===== config.mk =====
export PLATFORM = sky130hd
export DESIGN_NAME = auc_ram
export DESIGN_NICKNAME = d
export VERILOG_FILES = /design/src/sv/auc_ram.sv
export SDC_FILE = /design/constraint.sdc
export NUM_CORES = 1
export LEC_CHECK = 0
export BUFFER_PORTS_ARGS = -buffer_cell sky130_fd_sc_hd__buf_2
export CORE_ASPECT_RATIO = 0.7
export CORE_UTILIZATION = 45
export CTS_CLUSTER_SIZE = 25
export DETAILED_ROUTE_END_ITERATION = 8
export SYNTH_ARGS = -nofsm -noshare
export SYNTH_HDL_FRONTEND = slang
export SYNTH_SLANG_ARGS = --single-unit

===== constraint.sdc =====
create_clock -name clk -period 3.5 [get_ports clk]
set_clock_uncertainty 0.1 [all_clocks]
set_input_delay 0.7 -clock clk [delete_from_list [all_inputs] [get_ports clk]]
set_output_delay 0.7 -clock clk [all_outputs]
set_load 0.05 [all_outputs]

===== src/sv/auc_ram.sv =====
// ----------------------------------------------------------------------------
// auc_ram
// generic single write, single read ram with registered read data
// ----------------------------------------------------------------------------
`default_nettype none

module auc_ram #(
    parameter int WIDTH = 8,
    parameter int DEPTH = 16
) (
    input  wire logic                     clk,
    input  wire logic                     wr_en,
    input  wire logic [$clog2(DEPTH)-1:0] wr_addr,
    input  wire logic [WIDTH-1:0]         wr_data,
    input  wire logic [$clog2(DEPTH)-1:0] rd_addr,
    output logic      [WIDTH-1:0]         rd_data
);

    logic [WIDTH-1:0] mem [DEPTH];

    always_ff @(posedge clk)
    begin
        if (wr_en)
        begin
            mem[wr_addr] <= wr_data;
        end
        rd_data <= mem[rd_addr];
    end

endmodule

`default_nettype wire


# Word-level counts from Yosys, hierarchy flattened
# Memory sizes are Yosys's and may differ from the RTL's. A register that Yosys moved wholly into a read port is not among the register bits.
# Cells that the tools add are included.
word_totals:
  ff_bits: 0
  ramBits: 128
  inputBits: 18
  output_inout_bits: 8
  memories: 1
op_classes:
  muxes: 2
memory_table:
  columns: ["memory", "depth", "width", "rd", "rd_ports_with_merged_regs", "write_ports", "line_no", "text"]
  rows:
  - ["mem", 16, 8, 1, 1, 1, "19", "logic [WIDTH-1:0] mem [DEPTH];"]
op_table:
  columns: ["op", "count"]
  rows:
  - ["1-bit two-way mux", 2]

# Logic depth before layout (Yosys ltp)
logic_depth:
  depth_word: 2
  mapped_depth: 5
  depth_no_buf: 3

# Least setup slack after synthesis
# Ideal clock, no wire load.
synth_timing:
  kind: "in2reg"
  startpoint: "input wr_addr[2]"
  endpoint: "memory mem[0][0], enable pin"
  setup_time_ps: 383
  t_arrival_ps: 1810
  t_required_ps: 3017
  slack_ps: 1207
  cell_stages: 2
  path_buffers: 0
  cell_sequence: "or3b_2 > nor3_1"
synth_lines:
  columns: ["item", "line_no", "text"]
  rows:
  - ["start, declared", "13", "input wire logic [$clog2(DEPTH)-1:0] wr_addr,"]
  - ["end, declared", "19", null]
# Straight into the memory's write port.

==> impl_summary.md <==
Outcome
The flow ran to the end, and the final reports show no timing, DRC or antenna violations.

Global routing
The total global routing track utilization is 0.195. The via count of the first global-routing pass was 2371. Entering global routing, the biggest net connects 33 pins. The first global-routing pass estimated 15400 um of wire. The initial antenna violation count is 0. After global routing the overflow that remains totals 0.

Place
The placer's final routability congestion estimate is 0.735. At the placement stage, the worst setup path has a slack of 1080 ps. After legalization and detailed placement, the total HPWL measured 6470 um.

The area of placed instances is 0.00548 mm^2. The number of buffers inserted by port buffering is 25.

Worst setup path
The worst setup path is captured at a register. The data arrival time at the worst-slack endpoint is 2150 ps. The critical path contains buffers and inverters numbering 2 combined. The worst stage delay on the critical path is 610 ps. The startpoint identified for the worst register-to-register timing path is mem[1][0]$_DFFE_PP_. Of all nets on the critical path, the largest fanout is 20. For the worst setup path, the data required time is 3690 ps. The number of cells on the worst reg-to-reg path is 3. Setup slack on the worst reg-to-reg path comes out at 2090 ps. The worst register-to-register path ends at rd_data[0]$_DFF_P_. The signal on the critical path passes through buf_2 -> buf_4 -> mux4_1 -> a22oi_1 -> nand2_1. The type of element launching the critical path is a primary input.

The critical path class is in2reg. Among all stages on the critical path, the largest delay is contributed by mux4_1. The depth of the critical timing path with buffers and inverters included is 5. The cell family contributing the most delay on the critical path is multiplexers.

Power and ir drop
The total power after layout is 3.68 mW. In this run the power density over the cells is 612 mW/mm^2. The cell leakage power is 2.04 nW. Across the VDD grid, the largest voltage drop is 0.000356 V.

CTS
The number of setup buffers added after CTS is 0. The clock root buffer is clkbuf_16. TritonCTS built the clock tree. The clock insertion delay at the later pin of the skew report is 410 ps. The clock tree synthesis step divided the H-tree into 4 levels.

The number of hold buffers added after CTS was 0. For this design, the sink count on the clock tree is 136. The clock passes through at most 2 buffers. The clock buffer count from CTS is 17. After clock tree synthesis, the clock-pin slew on the worst setup and hold paths is 50 ps. The number of gates resized after CTS is 0.

Synth
The most instantiated library cell after synthesis is edfxtp_1. After synthesis the netlist holds a flip-flop and latch count of 136. The mapped cell area is 0.00515 mm^2.

The area fraction of the dominant cell type after synthesis is 0.747. The fraction of the yosys area taken by sequential cells is 0.778. The synthesized design contains 128 enable-type register cells. The gate count after technology mapping is 229. The proportion of register bits with asynchronous set or reset after synthesis is 0. The predominant post-synthesis flop cell is edfxtp_1. The number of warning messages in the yosys log is 0. Averaged over all synthesized cells, the footprint is 22.5 um^2. The netlist uses 19 different library cells. Of all cell types, the one taking the most synthesized area is edfxtp_1. The number of nets handed over by synthesis was 247. By count the netlist is led by 128 x edfxtp_1, 18 x mux4_2, 16 x a22oi_1. In the post-synthesis netlist, the biggest area contributors are edfxtp_1 75%, mux4_2 7.9%, mux4_1 7.1%, dfxtp_1 3.1%, a22oi_1 2.3%.

STA
The tightest slew margin relative to the limit is 0.342. The least setup slack across all paths after layout is 1540 ps. The number of pins exceeding their max-slew limit in the final report is 0. Final hold analysis gives a worst-case slack of 572 ps.

Setup repair after global routing left no endpoint under its margin. The fraction of the cycle the final worst path needs is 0.560. The time the final worst path needs with I/O delays and setup is 1960 ps.

Summed over all failing endpoints, the final setup total negative slack is 0 ps. Timing would allow up to 510 MHz. For the pin with the worst max-slew slack, the measured transition is 984 ps.

The final-report setup violation count is 0. The final hold violation count is 0.

Detailed routing
The detail-routed via count per cell is 5.54. The final wirelength is 10200 um. The average wire per standard cell is 23.2 um. The detailed router finished its first iteration with 253 violations. The total via count in the routed design is 2443. The first TritonRoute pass finished after 4 iterations.

The post-route antenna net violation count is 0. The DRC violation count after routing is 0.

Floorplan
The total area inside the core boundary comes to 0.0111 mm^2. The floorplan step set the die height to 91.5 um. The number of placement rows is 32. Pin placement for this block handled 26 I/O pins.

For this configuration, the core starts out at a cell density of 0.464. The die covers 0.0119 mm^2. In this run the horizontal extent of the chip is 130 um.

Cells and area
In the final design database the tool counted 294 nets. The relative area change from synthesis to final layout is 16.9%. The number of antenna cells inserted is 0.

Fill cells in the final layout number 865. In the final layout, the share of cells above drive strength 1 is 0.288. The final instance area is 0.00602 mm^2.

Min path
The worst hold path terminates at rd_data[2]$_DFF_P_. The number of cells on the worst hold path is 3. The path class of the tightest hold or removal check is reg2reg. The hold path startpoint is mem[15][2]$_DFFE_PP_.

Run
Max-cap violations in this run came to 0.
-- placed cells by master (no fill, tap or decap) --
master / count
bufinv_16: 2
or3b_2: 1
nor2_1: 13
nand3_1: 1
nor3_1: 4
nand2b_1: 2
and2_1: 1
dfxtp_1: 8
clkinv_2: 6
mux4_1: 14
nor2b_1: 1
buf_4: 13
nand3b_1: 2
clkbuf_16: 17
mux4_2: 18
clkinv_4: 1
clkbuf_1: 2
nand2_1: 9
buf_2: 25
a22oi_1: 16
edfxtp_1: 128
clkinv_1: 3
and2b_1: 1
-- per-stage QoR --
stage          std cells  utilization
2_1_floorplan        229            -
3_5_place_dp         410        0.494
4_1_cts              441        0.543
6_report             441        0.543
5_1_grt              441        0.543
3_3_place_gp         410        0.494
-- worst reg2reg max path, stage by stage (launching register included) --
cell and delay [ps]:
edfxtp_1 370, mux4_1 510, a22oi_1 220, nand2_1 80
-- state kept, by name, indices dropped and copies added, names as in the netlist --
signal / cells
rd_data: 8
mem: 128
-- report_power, final --
part           total, mW  switching (mW)  leakage, nW  internal (mW)
logic              0.199           0.130        0.539         0.0688
clock network       1.65           0.619        0.272           1.03
registers           1.83          0.0128         1.22           1.82
-- worst max-delay path by stage --
stage                from                   to
2_1_floorplan  wr_addr[2]  mem[0][0]$_DFFE_PP_
3_3_place_gp   rd_addr[0]   rd_data[3]$_DFF_P_
3_5_place_dp   rd_addr[0]   rd_data[3]$_DFF_P_
4_1_cts        rd_addr[0]   rd_data[4]$_DFF_P_
5_1_grt        rd_addr[0]   rd_data[5]$_DFF_P_
6_report       rd_addr[0]   rd_data[3]$_DFF_P_
-- cell families (layout without fill, tap and decap cells) --
group,after synthesis,count (layout),synth area share
DFF,136,136,0.778
muxes,32,32,0.150
AOI/OAI and AO/OA,16,16,0.0233
and+or+nand+nor,35,35,0.0318
buffers and inverters,10,69,0.0168
-- area by class of cell --
cell class / instances / area, um^2 / share of cell area
Clock buffer: 19 / 433 / 0.0719
Clock inverter: 12 / 110 / 0.0183
Multi-Input combinational cell: 83 / 1060 / 0.176
Sequential cell: 136 / 4000 / 0.665
Tap cell: 153 / 191 / 0.0318
Timing Repair Buffer: 38 / 223 / 0.0370
-- routing by layer --
| metal | global-route usage | wire, um |
|---|---|---|
| met2 | 0.258 | 4690 |
| met5 | 0 | 0 |
| met4 | 0.0678 | 33 |
| met3 | 0.0636 | 468 |
| met1 | 0.301 | 5040 |
(Power assumes the default switching activity.)
