===== src/sv/auc_pkg.sv =====
// ----------------------------------------------------------------------------
// auc_pkg
// shared widths for the rank-sum area under curve block
// ----------------------------------------------------------------------------
`default_nettype none

package auc_pkg;

    localparam int LABEL_W = 16;
    localparam int AUC_W   = 17;
    localparam int FRAC_W  = 16;

    // divider handshake between the top level and the divide unit
    typedef struct packed {
        logic start;
    } div_ctl_t;

    typedef struct packed {
        logic done;
    } div_sts_t;

endpackage

`default_nettype wire


===== src/sv/auc_div.sv =====
// ----------------------------------------------------------------------------
// auc_div
// restoring divider, one quotient bit per cycle
// ----------------------------------------------------------------------------
`default_nettype none

module auc_div
    import auc_pkg::*;
#(
    parameter int DVD_W = 51,
    parameter int DVS_W = 34
) (
    input  wire logic             clk,
    input  wire logic             rst_n,
    input  wire div_ctl_t         ctl,
    input  wire logic [DVD_W-1:0] dividend,
    input  wire logic [DVS_W-1:0] divisor,
    output div_sts_t              sts,
    output logic      [DVD_W-1:0] quotient
);

    localparam int CW = $clog2(DVD_W + 1);

    logic [DVD_W-1:0] dvd_reg, dvd_next;
    logic [DVS_W-1:0] dvs_reg, dvs_next;
    logic [DVS_W:0]   rem_reg, rem_next;
    logic [CW-1:0]    cnt_reg, cnt_next;
    logic             busy_reg, busy_next;
    logic             done_reg, done_next;
    logic [DVS_W+1:0] trial;

    always_comb
    begin
        dvd_next  = dvd_reg;
        dvs_next  = dvs_reg;
        rem_next  = rem_reg;
        cnt_next  = cnt_reg;
        busy_next = busy_reg;
        done_next = 1'b0;
        trial     = {rem_reg, dvd_reg[DVD_W-1]};
        if (ctl.start)
        begin
            dvd_next  = dividend;
            dvs_next  = divisor;
            rem_next  = '0;
            cnt_next  = CW'(DVD_W);
            busy_next = 1'b1;
        end
        else if (busy_reg)
        begin
            if (trial >= {2'b00, dvs_reg})
            begin
                trial = trial - {2'b00, dvs_reg};
                dvd_next = {dvd_reg[DVD_W-2:0], 1'b1};
            end
            else
            begin
                dvd_next = {dvd_reg[DVD_W-2:0], 1'b0};
            end
            // remainder stays below the divisor
            rem_next = trial[DVS_W:0];
            cnt_next = cnt_reg - 1'b1;
            if (cnt_reg == CW'(1))
            begin
                busy_next = 1'b0;
                done_next = 1'b1;
            end
        end
    end

    always_ff @(posedge clk or negedge rst_n)
    begin
        if (!rst_n)
        begin
            busy_reg <= 1'b0;
            done_reg <= 1'b0;
            cnt_reg  <= '0;
        end
        else
        begin
            busy_reg <= busy_next;
            done_reg <= done_next;
            cnt_reg  <= cnt_next;
        end
    end

    always_ff @(posedge clk)
    begin
        dvd_reg <= dvd_next;
        dvs_reg <= dvs_next;
        rem_reg <= rem_next;
    end

    assign sts.done = done_reg;
    assign quotient = dvd_reg;

endmodule

`default_nettype wire

===== config.mk =====
export PLATFORM = sky130hd
export DESIGN_NAME = auc_div
export DESIGN_NICKNAME = d
export VERILOG_FILES = /design/src/sv/auc_pkg.sv /design/src/sv/auc_div.sv
export SDC_FILE = /design/constraint.sdc
export NUM_CORES = 1
export LEC_CHECK = 0
export BUFFER_PORTS_ARGS = -buffer_cell sky130_fd_sc_hd__clkbuf_2
export CAP_MARGIN = 30
export CORE_MARGIN = 2
export CORE_UTILIZATION = 35
export CTS_CLUSTER_DIAMETER = 60
export DETAILED_ROUTE_END_ITERATION = 6
export SLEW_MARGIN = 40
export SYNTH_ARGS = -nofsm -noshare
export SYNTH_HDL_FRONTEND = slang
export SYNTH_SLANG_ARGS = --single-unit

===== constraint.sdc =====
create_clock -name clk -period 2.7 [get_ports clk]
set_clock_uncertainty 0.05 [all_clocks]
set_input_delay 0.27 -clock clk [delete_from_list [all_inputs] [get_ports clk]]
set_output_delay 0.27 -clock clk [all_outputs]
set_load 0.05 [all_outputs]

# Word level (Yosys, flattened, before mapping)
# Index checks and enable logic that the tools add are counted.
word_totals:
  reg_bits: 128
classes:
  add_sub_neg: 2
  magnitude_cmp: 1
  n_eq_ne: 1
  muxes: 12
  reduce_logical: 1
ops:
  columns: ["operator", "n"]
  rows:
  - ["$mux W51", 2]
  - ["$ge A36 B34 Y1", 1]
  - ["$mux W35", 1]
  - ["$sub A35 B34 Y35", 1]
  - ["$mux W6", 2]
  - ["$mux W1", 7]
  - ["$eq A6 B1 Y1 const B", 1]
  - ["$sub A6 B1 Y6 const B", 1]
  - ["$reduce_bool A2 Y1", 1]

# Longest topological paths before layout
# Gate-level depths: netlist of the first run.
depth:
  ltp_word: 4
  depth_mapped: 13
  mapped_depth_nobuf: 11

# Least setup slack after synthesis of the first run
# No wires, ideal clock.
synth_path:
  kind: "reg2reg"
  startpoint: "register dvd_reg[50] (netlist: quotient[50])"
  endpoint: "register rem_reg[15]"
  setup_ns: 0.114
  arrival_time_ns: 2.852
  t_required_ns: 2.536
  setup_slack_ns: -0.316
  path_stages_with_launch: 13
  synth_period_minus_slack_ns: 3.016
  path_cell_list: "edfxtp_1 -> inv_1 -> ha_1 -> fa_1 -> nand2b_1 -> a21o_1 -> and2_2 -> a2bb2oi_2 -> a21oi_2 -> or3_1 -> buf_6 -> mux2_4 -> a21o_1"
synth_via:
  elab_chain_cells: 2
synth_rtl:
  columns: ["element", "line_no", "source"]
  rows:
  - ["start: declaration", "auc_div.sv:24", "logic [DVD_W-1:0] dvd_reg, dvd_next;"]
  - ["start signal: assignment", "auc_div.sv:89", "dvd_reg <= dvd_next;"]
  - ["$sub A35 B34 Y35 or $ge A36 B34 Y1 (tied branches)", "auc_div.sv:53, auc_div.sv:51", null]
  - ["$mux W35 *", "auc_div.sv:51", "if (trial >= {2'b00, dvs_reg})"]
  - ["end signal: assignment", "auc_div.sv:91", "rem_reg <= rem_next;"]
  - ["end: declaration", "auc_div.sv:26", "logic [DVS_W:0] rem_reg, rem_next;"]
# Every way passes the cells marked *; elsewhere a longest branch is shown, timed or not.
# A chain may end at the register's enable or synchronous reset.

# Final worst setup path of the first run
layout_path:
  startpoint: "register dvs_reg[1]"
  endpoint: "register rem_reg[27]"
layout_via:
  elab_chain_cells: 2
layout_rtl:
  columns: ["element", "line_no", "source"]
  rows:
  - ["start: declaration", "auc_div.sv:25", "logic [DVS_W-1:0] dvs_reg, dvs_next;"]
  - ["start signal: assignment", "auc_div.sv:90", "dvs_reg <= dvs_next;"]
  - ["$sub A35 B34 Y35 or $ge A36 B34 Y1 (tied branches)", "auc_div.sv:53, auc_div.sv:51", null]
  - ["$mux W35 *", "auc_div.sv:51", null]
# Marked as above.

==> results of run 1 <==
## cell families after synthesis
| group | after synthesis |
|---|---|
| XOR/XNOR | 29 |
| multiplexers | 75 |
| buffers and inverters | 79 |
| flip-flops | 128 |
| AND/OR/NAND/NOR | 184 |
| adder cells (fa/ha/maj) | 37 |
| AO/OA/AOI/OAI | 166 |
## through the flow
| step | setup WS [ns] | hold slack [ns] | setup TNS (ns) |
|---|---|---|---|
| after global placement | -0.146 | 0.0815 | -1.04 |
| after floorplan | -0.180 | -0.0756 | -4.83 |
| after global routing | -0.200 | 0.0710 | -3.17 |
| after detailed placement | -0.150 | 0.0837 | -1.75 |
| final | -0.0654 | 0.0847 | -0.162 |
| after CTS | -0.0171 | 0.0679 | -0.0323 |
## cell usage in the layout (no fill, tap or decap), types with 8 or more instances in the layout
cell type and n:
clkbuf_2 138, edfxtp_1 85, buf_4 80, nor2_1 55
mux2_2 51, inv_1 39, nand2_1 37, a21oi_1 37
dlygate4sd3_1 35, dfxtp_1 35, xnor2_1 20, ha_1 19
mux2i_1 18, clkbuf_16 18, a211oi_1 16, nand3_1 14
o21ai_0 13, a21o_1 12, a21oi_2 12, ha_4 12
nor3_1 9, xor2_1 9, o21ai_1 8, nand2b_1 8
## worst reg2reg max path: stages, from the launching register on
cell	delay [ns]
edfxtp_1	0.38
inv_2	0.06
ha_4	0.26
nor2b_4	0.14
o2111ai_2	0.15
a21oi_2	0.26
o22ai_4	0.13
o41ai_4	0.51
mux2_4	0.34
a31o_1	0.18
a311oi_2	0.22
## how the worst min path moves through the flow
stage,from,endpoint,slack [ns],cells past startpoint
3_3_place_gp,rst_n,sts$_DFF_PN0_,0.08,1
4_1_cts,dividend[29],quotient[29]$_DFFE_PP_,0.07,2
3_5_place_dp,rst_n,sts$_DFF_PN0_,0.08,1
6_report,dividend[28],quotient[28]$_DFFE_PP_,0.08,2
2_1_floorplan,rst_n,busy_reg$_DFF_PN0_,-0.08,0
5_1_grt,dividend[33],quotient[33]$_DFFE_PP_,0.07,2
## per-layer routing
layer  wire, µm  track usage, %  vias up
li1           -               -     3101
met1       9070            23.4     2974
met2       9050            28.0      176
met3       1110            4.79       20
met4        222            5.24        0
met5          0               0        -
## power by group
| part | internal [µW] | leakage (µW) | switching [µW] |
|---|---|---|---|
| Sequential | 2500 | 0.00125 | 296 |
| Combinational | 3140 | 0.00297 | 3180 |
| Clock | 1340 | 0.000302 | 1060 |
| Total | 6980 | 0.00453 | 4530 |
## layout make-up
type / count / area (µm²) / area share [%]
Inverter: 44 / 165 / 1.55
Sequential cell: 128 / 3450 / 32.5
Clock buffer: 17 / 425 / 4.00
Tap cell: 275 / 344 / 3.24
Multi-Input combinational cell: 491 / 4150 / 39.0
Clock inverter: 15 / 185 / 1.74
Timing Repair Buffer: 269 / 1910 / 18.0
## timing repair
| item | 4_1_cts | 5_1_grt |
|---|---|---|
| endpoints found under the setup margin | 31 | 35 |
| cloned | 2 | 1 |
| gates resized for setup | 40 | 61 |
| setup buffers | 8 | 12 |
| pin swaps | 33 | 40 |
| hold endpoints to repair | 42 | 0 |
| hold buffers | 35 | 0 |
==> results.tsv, run 1 <==
stage	metric	value	unit
finish	max reg flops	51	
cts	clock-pin transition on the worst setup and hold timing paths	0.07	ns
cts	htree depth	4	
place	GP Congestion	0.877	
synthesis	async set-reset flop share out of synthesis	6.25	%
grt	number of global-route vias before repair	6254	
floorplan	Initial Util	35.5	%
synthesis	Syn Area/Cell	10.6	µm²
worst_hold_path	worst hold path class	in2reg	
critical_path	Crit-path slowest cell	o41ai_4	
finish	Ant. Diodes	0	
floorplan	IO Count	140	
critical_path	Critical Path Max Stage Delay	0.50	ns
cts	Worst-Skew Late Latency	0.43	ns
synthesis	Synth top area share	34.4	%
place	dpl cells	1150	
cts	Sink Count	128	
synthesis	Syn Nets	823	
critical_path	r2r endpoint	rem_reg[27]$_SDFFE_PP0P_	
finish	area grow syn2layout	43.3	%
sta	Final Setup Violations	3	
critical_path	Crit Path Class	reg2reg	
synthesis	register bit total from synthesis	128	
place	I/O Buffers	139	
grt	GRT Overall Usage	17.6	%
critical_path	crit path launch type	register	
floorplan	Die H	150	µm
synthesis	most common library cells after synthesis	edfxtp_1, nor2_1, mux2_2	
power	pwr dens	1080	nW/µm²
cts	CTS tree	yes	
routing	First-pass DRT Iterations	5	
routing	Vias per Instance	5.06	
sta	RSZ-0062 raised after global routing	true	
power	Max VDD drop	0.000697	V
grt	largest net degree at the start of global routing	53	
routing	DRC Markers	0	
synthesis	sequential-to-total area share from yosys stat	46.5	%
cts	clock buffer depth	2	
routing	Initial DRC Count	339	
job	total of max-cap violations	0	
critical_path	Buf/Inv on CP	1	
floorplan	Die Width	150	µm
finish	# fillers	1864	
critical_path	CP Depth	10	
sta	fin crit share	102	%
critical_path	CP arrival	3.05	ns
critical_path	CP endpoint kind	register	
cts	CTS Buf Count	17	
place	dpl cell area	8940	µm²
routing	DRT antenna net count	0	
synthesis	Synth area leader	edfxtp_1	
place	hpwl dp	13600	µm
synthesis	XOR/XNOR Fraction of Synth Area	3.42	%
synthesis	number of synthesized flops with an enable pin	85	
sta	Slew Viols, Final	0	
floorplan	core area	20900	µm²
critical_path	r2r worst-path depth	10	
outcome	failing checks	setup timing	
synthesis	adder-cell share of the synthesized area	6.34	%
cts	Root Driver	clkbuf_16	
synthesis	Post-Syn Instances	698	
sta	Final Worst Setup Slack	-0.0654	ns
synthesis	mux contribution to synthesized area	11.1	%
critical_path	Worst EP required	2.99	ns
outcome	outcome	finished with violations	
synthesis	synth top area cells	edfxtp_1, dfxtp_1, mux2_2, ha_1, a21oi_1	
sta	Final min period	2.77	ns
synthesis	Synth Area in Simple Gates	12.4	%
critical_path	worst setup path end	rem_reg[27]$_SDFFE_PP0P_	
critical_path	RR Startpoint	dvs_reg[1]$_DFFE_PP_	
sta	Final Hold Violating Endpoints	0	
critical_path	CP Launch Point	dvs_reg[1]$_DFFE_PP_	
synthesis	Cell variety after synth	72	
synthesis	largest family of logic cells by synthesized area	compound AO/OA/AOI/OAI gates	
power	Pleak	0.00453	µW
floorplan	Rows	53	
synthesis	cell with the most instances after synthesis	edfxtp_1	
grt	total global routing overflow	0	
critical_path	Worst Path Max Fanout	4	
synthesis	Syn. warnings	0	
power	Final Power	11500	µW
finish	nets	1076	
sta	fmax	362	MHz
critical_path	CP top delay family	compound AO/OA/AOI/OAI gates	
routing	DRT Wirelength	19400	µm
finish	layout cell share with drive strength beyond 1	43.4	%
critical_path	r2r setup slk	-0.07	ns
sta	worst-margin pin slew	0.501	ns
critical_path	critical-path cell list	inv_2, ha_4, nor2b_4, o2111ai_2, a21oi_2, o22ai_4, o41ai_4, mux2_4, a31o_1, a311oi_2	
grt	first-pass GRT wire length	31200	µm
sta	Max-slew headroom	66.1	%
finish	fin util	50.9	%
synthesis	Compound-Gate Fraction of Synth Area	15.7	%
finish	Final Instance Area	10600	µm²
synthesis	Syn Std Cell Area	7420	µm²
grt	initial antenna violation count	0	
routing	Routed wire per std cell	15.7	µm
synthesis	ys flop type	edfxtp_1	
finish	fin cells	1239	
routing	Via Count	6271	
floorplan	die area	22400	µm²
No activity file was read; power rests on OpenSTA's default activity.
==> run 2: changes to the inputs <==
--- a/config.mk
+++ b/config.mk
@@ -6,11 +6,14 @@
 export NUM_CORES = 1
 export LEC_CHECK = 0
 export BUFFER_PORTS_ARGS = -buffer_cell sky130_fd_sc_hd__clkbuf_2
-export CAP_MARGIN = 30
+export CAP_MARGIN = 15
+export CELL_PAD_IN_SITES_DETAIL_PLACEMENT = 1
+export CELL_PAD_IN_SITES_GLOBAL_PLACEMENT = 1
 export CORE_MARGIN = 2
 export CORE_UTILIZATION = 35
 export CTS_CLUSTER_DIAMETER = 60
 export DETAILED_ROUTE_END_ITERATION = 6
+export PLACE_DENSITY_LB_ADDON = 0.1
 export SLEW_MARGIN = 40
 export SYNTH_ARGS = -nofsm -noshare
 export SYNTH_HDL_FRONTEND = slang
==> results.tsv, run 2 (synthesized netlist as in run 1, its figures left out) <==
stage	metric	value	unit	change
sta	Final min period	2.73	ns	was 2.77 ns
place	GP Congestion	0.838		was 0.877
critical_path	Worst Path Max Fanout	7		was 4
place	I/O Buffers	139		unchanged
critical_path	CP endpoint kind	register		unchanged
grt	initial antenna violation count	0		unchanged
grt	number of global-route vias before repair	7015		was 6254
job	total of max-cap violations	0		unchanged
cts	CTS tree	yes		unchanged
sta	Final Hold Violating Endpoints	0		unchanged
cts	Sink Count	128		unchanged
finish	Seq. cell area	3460	µm²	was 3450 µm²
critical_path	crit path launch type	register		unchanged
power	Max VDD drop	0.000446	V	was 0.000697 V
routing	First-pass DRT Iterations	6		was 5
grt	first-pass GRT wire length	36100	µm	was 31200 µm
critical_path	Worst EP required	2.94	ns	was 2.99 ns
sta	fmax	366	MHz	was 362 MHz
sta	Slew Viols, Final	0		unchanged
cts	Root Driver	clkbuf_16		unchanged
floorplan	core area	20900	µm²	unchanged
grt	largest net degree at the start of global routing	54		was 53
worst_hold_path	worst hold path class	in2reg		unchanged
critical_path	CP arrival	2.97	ns	was 3.05 ns
sta	fin crit share	101	%	was 102%
grt	total global routing overflow	0		unchanged
floorplan	die area	22400	µm²	unchanged
routing	Vias per Instance	5.11		was 5.06
floorplan	Die Width	150	µm	unchanged
cts	CTS Buf Count	17		unchanged
finish	Ant. Diodes	0		unchanged
routing	DRT antenna net count	0		unchanged
routing	Routed wire per std cell	17.8	µm	was 15.7 µm
floorplan	Initial Util	35.5	%	unchanged
place	dpl cells	1166		was 1150
finish	max reg flops	51		unchanged
finish	multi-input logic area	4150	µm²	about the same
finish	fin cells	1253		was 1239
routing	Via Count	6409		was 6271
sta	Max-slew headroom	63.3	%	was 66.1%
sta	Final Setup Violations	3		unchanged
cts	Worst-Skew Late Latency	0.43	ns	about the same
sta	Final Worst Setup Slack	-0.0298	ns	was -0.0654 ns
grt	GRT Overall Usage	20.5	%	was 17.6%
outcome	failing checks	setup timing		unchanged
routing	DRT Wirelength	22300	µm	was 19400 µm
finish	# fillers	2318		was 1864
cts	htree depth	4		unchanged
routing	Initial DRC Count	263		was 339
critical_path	Crit Path Class	reg2reg		unchanged
cts	clock buffer depth	2		unchanged
finish	most frequent cells in the layout	clkbuf_2, buf_4, edfxtp_1		was clkbuf_2, edfxtp_1, buf_4
routing	DRC Markers	0		unchanged
finish	layout cell share with drive strength beyond 1	44.4	%	was 43.4%
cts	clock-pin transition on the worst setup and hold timing paths	0.07	ns	about the same
sta	worst-margin pin slew	0.550	ns	was 0.501 ns
outcome	outcome	finished with violations		unchanged
power	Pleak	0.00453	µW	about the same
floorplan	Rows	53		unchanged
sta	RSZ-0062 raised after global routing	true		unchanged
finish	area grow syn2layout	43.5	%	was 43.3%
place	hpwl dp	16400	µm	was 13600 µm
finish	commonest non-fill, non-tap cell in the layout	clkbuf_2		unchanged
power	Final Power	11400	µW	was 11500 µW
power	pwr dens	1070	nW/µm²	was 1080 nW/µm²
finish	nets	1090		was 1076
floorplan	IO Count	140		unchanged
floorplan	Die H	150	µm	unchanged
## run 2: changes by cell type in the layout (fill, tap and decap cells not counted), sizes merged
cell	before	now
inv	55	53
bufinv	1	0
clkbuf	156	155
buf	95	110
clkinvlp	0	3
## run 2: worst paths after layout
| kind | from | to | slack (ns) | cells after the start |
|---|---|---|---|---|
| min in group asynchronous | rst_n | cnt_reg[4]$_DFFE_PN0P_ | 0.17 | 2 |
| worst min-delay path | dividend[16] | quotient[16]$_DFFE_PP_ | 0.09 | 2 |
| worst max-delay path | dvs_reg[0]$_DFFE_PP_ | rem_reg[14]$_SDFFE_PP0P_ | -0.03 | 12 |
| max in group asynchronous | rst_n | busy_reg$_DFF_PN0_ | 2.24 | 2 |
| worst max register to register | dvs_reg[0]$_DFFE_PP_ | rem_reg[14]$_SDFFE_PP0P_ | -0.03 | 12 |
| worst min register to register | rem_reg[3]$_SDFFE_PP0P_ | rem_reg[3]$_SDFFE_PP0P_ | 0.46 | 2 |
## run 2: area by class of cell
class / count / area share [%]
well taps: 275 / 3.23
flip-flops and latches: 128 / 32.4
inverters: 44 / 1.55
multi-input cells: 491 / 39.0
repair buffers: 283 / 18.5
clock inverters: 15 / 1.36
clock buffers: 17 / 3.99
## run 2: timing repair
| action | in CTS | in global routing |
|---|---|---|
| hold endpoints to repair | 42 | 0 |
| pin swaps | 31 | 29 |
| setup endpoints to repair | 33 | 36 |
| hold buffers | 35 | 0 |
| buffers inserted | 13 | 9 |
| gates resized for setup | 41 | 60 |
## run 2: per-layer routing
layer / up-vias / wire length (µm) / global-route usage [%]
met5: - / 0 / 0
met4: 0 / 303 / 5.24
met3: 26 / 1220 / 6.31
met2: 140 / 11200 / 36.4
met1: 3128 / 9530 / 24.0
li1: 3115 / - / -
## run 2: power breakdown
group | switching (µW) | internal (µW) | total [µW] | leakage, µW
clock network | 1020 | 1220 | 2240 | 0.000272
registers | 309 | 2500 | 2810 | 0.00125
logic | 3280 | 3100 | 6380 | 0.00301
total | 4610 | 6820 | 11400 | 0.00453
## run 2: critical path, cell delays in order (launching register included)
cell and delay, ns:
edfxtp_1 0.41, ha_4 0.19, fa_2 0.36, nand2b_4 0.15
a21o_1 0.18, and2_4 0.18, a2bb2oi_4 0.17, a21oi_2 0.16
or3_4 0.17, buf_8 0.13, buf_12 0.14, mux2i_1 0.23
a211oi_2 0.09
## run 2: per-stage QoR
step	TNS, ns	hold slack, ns	cell area (µm²)	worst slack (ns)	util [%]
after global placement	-0.911	0.0707	9080	-0.0676	43.5
after CTS	-0.0676	0.0719	10300	-0.0213	49.3
after detailed placement	-2.54	0.0721	9080	-0.142	43.5
after global routing	-2.80	0.0701	10700	-0.162	51.0
final	-0.0545	0.0918	10700	-0.0298	51.0
after floorplan	-4.83	-0.0756	7480	-0.180	-
